<file path="src/rtl/core/dtq_pkg.sv">
package dtq_pkg;

    // Idle retry interval reported when the earliest deadline has been reached
    localparam logic [47:0] IDLE_RETRY_MS = 48'd100;

    // Request opcodes
    localparam logic [1:0] OP_ADD    = 2'd0;
    localparam logic [1:0] OP_CANCEL = 2'd1;
    localparam logic [1:0] OP_EXPIRE = 2'd2;

    // Summary status codes
    localparam logic [1:0] ST_OK        = 2'd0;
    localparam logic [1:0] ST_FULL      = 2'd1;
    localparam logic [1:0] ST_NOT_FOUND = 2'd2;

    // One timer slot
    typedef struct packed {
        logic        valid;
        logic        fresh;   // re-armed during the current expire
        logic        rpt;
        logic [7:0]  id;
        logic [47:0] deadline;
        logic [31:0] period;
    } entry_t;

    // Command broadcast to every cell of the chain
    typedef enum logic [2:0] {
        CM_HOLD,
        CM_INSERT,
        CM_REMOVE,
        CM_POP,
        CM_UNFRESH
    } cell_mode_t;

endpackage

</file>
<file path="src/rtl/core/dtq_cell.sv">
module dtq_cell
(
    input  logic                clk,
    input  logic                rst_n,
    input  dtq_pkg::cell_mode_t mode,
    input  dtq_pkg::entry_t     key,
    input  dtq_pkg::entry_t     left_ent,
    input  logic                left_take,
    input  logic                left_hit,
    input  dtq_pkg::entry_t     right_ent,
    output dtq_pkg::entry_t     ent,
    output logic                take,
    output logic                hit
);

    logic        valid_reg, valid_next;
    logic        fresh_reg, fresh_next;
    logic        rpt_reg, rpt_next;
    logic [7:0]  id_reg, id_next;
    logic [47:0] dl_reg, dl_next;
    logic [31:0] per_reg, per_next;

    logic            load;
    dtq_pkg::entry_t src;

    assign ent = '{valid: valid_reg, fresh: fresh_reg, rpt: rpt_reg, id: id_reg,
                   deadline: dl_reg, period: per_reg};

    // Insert point: first slot that is empty or holds a later deadline
    assign take = !valid_reg || (dl_reg > key.deadline);
    // Removal: this slot or an earlier one holds the id
    assign hit  = left_hit || (valid_reg && (id_reg == key.id));

    // Pick the source of this slot's next contents
    always_comb
    begin
        load = 1'b0;
        src  = key;
        case (mode)
            dtq_pkg::CM_INSERT:
            begin
                if (left_take)
                begin
                    load = 1'b1;
                    src  = left_ent;
                end
                else if (take)
                begin
                    load = 1'b1;
                    src  = key;
                end
            end
            dtq_pkg::CM_REMOVE:
            begin
                if (hit)
                begin
                    load = 1'b1;
                    src  = right_ent;
                end
            end
            dtq_pkg::CM_POP:
            begin
                load = 1'b1;
                src  = right_ent;
            end
            default:
            begin
                load = 1'b0;
            end
        endcase
    end

    always_comb
    begin
        valid_next = load ? src.valid    : valid_reg;
        fresh_next = load ? src.fresh    : fresh_reg;
        rpt_next   = load ? src.rpt      : rpt_reg;
        id_next    = load ? src.id       : id_reg;
        dl_next    = load ? src.deadline : dl_reg;
        per_next   = load ? src.period   : per_reg;
        if (mode == dtq_pkg::CM_UNFRESH)
        begin
            fresh_next = 1'b0;
        end
    end

    // Control bits
    always_ff @(posedge clk or negedge rst_n)
    begin
        if (!rst_n)
        begin
            valid_reg <= 1'b0;
            fresh_reg <= 1'b0;
        end
        else
        begin
            valid_reg <= valid_next;
            fresh_reg <= fresh_next;
        end
    end

    // Payload
    always_ff @(posedge clk)
    begin
        rpt_reg <= rpt_next;
        id_reg  <= id_next;
        dl_reg  <= dl_next;
        per_reg <= per_next;
    end

endmodule

</file>
<file path="config.mk">
export PLATFORM = sky130hd
export DESIGN_NAME = dtq_cell
export DESIGN_NICKNAME = d
export VERILOG_FILES = /design/src/rtl/core/dtq_pkg.sv /design/src/rtl/core/dtq_cell.sv
export SDC_FILE = /design/constraint.sdc
export NUM_CORES = 1
export LEC_CHECK = 0
export BUFFER_PORTS_ARGS = -buffer_cell sky130_fd_sc_hd__buf_2
export CAP_MARGIN = 20
export CORE_AREA = 2 2 143 145
export CTS_CLUSTER_DIAMETER = 150
export DETAILED_ROUTE_END_ITERATION = 10
export DIE_AREA = 0 0 145 147
export GPL_ROUTABILITY_DRIVEN = 0
export GPL_TIMING_DRIVEN = 0
export PLACE_DENSITY = 0.68
export SYNTH_ARGS = -nofsm -noshare
export SYNTH_HDL_FRONTEND = slang
export SYNTH_SLANG_ARGS = --single-unit
</file>
<file path="constraint.sdc">
create_clock -name clk -period 7.6 [get_ports clk]
set_input_delay 0.76 -clock clk [delete_from_list [all_inputs] [get_ports clk]]
set_output_delay 0.76 -clock clk [all_outputs]
set_load 0.005 [all_outputs]
</file>
==> flow_summary.toml <==
[sta]
maxSlewHeadroom_pct = 45.4
fmax_mhz = 227
hold_slack_ns = 0.189
rsz0062_at_grt = "false"
fin_setup_tns_ns = 0
tightest_slew_ns = 0.819
finalCriticalPeriod_ns = 4.41
setup_slack_ns = 3.19
fin_skew_ns = 0.0134
maxSlewViolCount = 0
period_share_pct = 58.1
setup_viol = 0
hold_violations = 0

[worst_setup_path]
cp-end-kind = "output port"
crit_start = "key[79]"
critPathMaxFanout = 4
required_ns = 6.84
r2r-start = "dl_reg[47]"
start_kind = "primary input"
cp.arrival_ns = 3.65
worstSetupPathType = "in -> out"

[global_route]
grt_overflow_total = 0
grtUsageTotal_pct = 18.4
grt_max_degree = 33
grt_pass1_vias = 5627
grt_first_pass_wirelength_mm = 30.6
grt_antenna_before_repair = 2

[logic_synthesis]
synth_adder_area_share_pct = 10.8
syn_area_um2 = 5580
seq_area_frac_synth_pct = 48.8
synthSimpleGateAreaFrac_pct = 5.41
synth_compound_area_share_pct = 21.5
yosys_warnings = 0
synth_edf_count = 89
synthMuxAreaShare_pct = 0.179
syn-num-nets = 838
synth-async-reset-ratio_pct = 2.20
synthDistinctLibCells = 44
synth_ff_type = "edfxtp_1"
syn_avg_cell_area_um2 = 10.9
synth_top_family_by_area = "compound AO/OA/AOI/OAI gates"
ys_seq_elements = 91
post_synth_inst_count = 510
synth-xor-area-share_pct = 1.26

[power]
share_comb_of_total_power_pct = 25.3
power.share.clock_pct = 32.1
p_int_mw = 1.10
p_leak_nw = 4.13
swShare_pct = 28.4
p_per_area_nw_per_um2 = 188
pwr-share-seq_pct = 42.6
power.total_mw = 1.53
peakVddDrop_mv = 0.0939
switching_power_mw = 0.435

[floorplanning]
io_pins = 373
core_um2 = 19800
die_w_um = 145
initial_utilization_pct = 28.1
die_h_um = 147
rows = 52
dieArea_um2 = 21300

[clocking]
clk_pin_slew_worst_paths_ns = 0.06
cts_tree = "yes"
post_cts_buffers = 0
clk_latency_ns = 0.35
cts_hold_buf = 0
cts_resized = 0
cts_buffer_depth = 2
cts_made_buffers = 9
root_buffer = "clkbuf_16"
htree_num_levels = 3
clock_sinks = 91

[routing]
num_vias = 5920
routed_wl_mm = 20.7
drtIter0Drc = 657
viasPerCell = 5.06
wl_per_cell_um = 17.7
drc = 0
drt_first_pass_iters = 9
antenna_left = 0

[cells_and_area]
fin_util_pct = 41.1
syn2layout_area_growth_pct = 46.3
final_common_cell = "buf_2"
stdcell_area_um2 = 8160
drive_gt1_share_pct = 46.0
largest_reg_flops = 48
final_cells = 1171
nets = 1224
layout.cells.most_common_list = "buf_2 (383), inv_1 (140), a222oi_1 (91), edfxtp_1 (89), ha_1 (48)"

[placed_design]
dp_hpwl_mm = 16.9
place_area_um2 = 7840
placedCellCount = 1155
dp_slack_ns = 3.13
portBuffers = 372

[status]
run_status = "finished clean"

[hold_path]
hold_class = "in -> async"

[job]
maxCapViolations = 0
[layer usage]
metal	GRT usage [%]	share of wire [%]
met1	24.0	42
met3	3.29	7.6
met4	6.88	2.4
met2	30.5	48
met5	0	0.13
[cells in the mapped netlist, types with 2 or more instances]
library cell | n | area share, %
a21oi_1 | 20 | 1.8
clkbuf_1 | 16 | 1.1
nor3b_1 | 2 | 0.27
nor4_2 | 2 | 0.45
nand3_1 | 2 | 0.18
o21ai_0 | 11 | 0.99
buf_4 | 3 | 0.40
nand4_1 | 8 | 0.90
edfxtp_1 | 89 | 48
dfrtp_1 | 2 | 0.90
xor2_1 | 8 | 1.3
and4_1 | 2 | 0.31
ha_1 | 48 | 11
a211oi_1 | 4 | 0.54
buf_1 | 3 | 0.20
a222oi_1 | 91 | 16
nand2_1 | 14 | 0.94
nor2_1 | 8 | 0.54
nor4_1 | 2 | 0.22
or3_1 | 2 | 0.22
buf_2 | 11 | 0.99
inv_1 | 140 | 9.4
[layout make-up]
| cell class | count | area [um2] |
|---|---|---|
| buffer | 33 | 149 |
| tap | 270 | 338 |
| clock inverter | 6 | 90.1 |
| clock buffer | 9 | 225 |
| timing repair buffer | 375 | 1920 |
| multi-input combinational | 246 | 2180 |
| sequential | 91 | 2720 |
| fill | 1985 | 11700 |
| inverter | 140 | 526 |
| antenna | 1 | 2.50 |
[critical path, cell delays in order]
cell and delay (ns):
buf_2 0.09, inv_1 0.04, ha_1 0.31, nand4_1 0.30, nor4_2 0.45, nand4_1 0.34, a2111oi_1 0.81, or3_1 0.20
nor2_1 0.04, o21ai_0 0.15, buf_2 0.15
[cell families after synthesis]
group                      Yosys count
adders and majority gates           48
xor gates and xnor gates             8
muxes                                1
AOI/OAI and AO/OA                  137
DFF                                 91
and+or+nand+nor                     52
buffers and inverters              173
[power groups by stage]
stage	Combinational [mW]	Clock [mW]	Sequential, mW
finish	0.388	0.492	0.653
global route	0.428	0.520	0.660
CTS	0.391	0.504	0.654
detailed placement	0.390	0	0.664
global placement	0.371	0	0.670
floorplan	0.176	0	0.671
[worst paths after layout]
path / to / slack, ns / cells after the start
max: take / 3.19 / 11
min: fresh_reg / 0.19 / 1
max reg2reg: per_reg[27] / 3.69 / 9
min reg2reg: valid_reg / 0.66 / 2
max in group asynchronous: valid_reg / 7.32 / 1
min in group clk: valid_reg / 0.66 / 2
No activity file was read; power rests on OpenSTA's default activity.
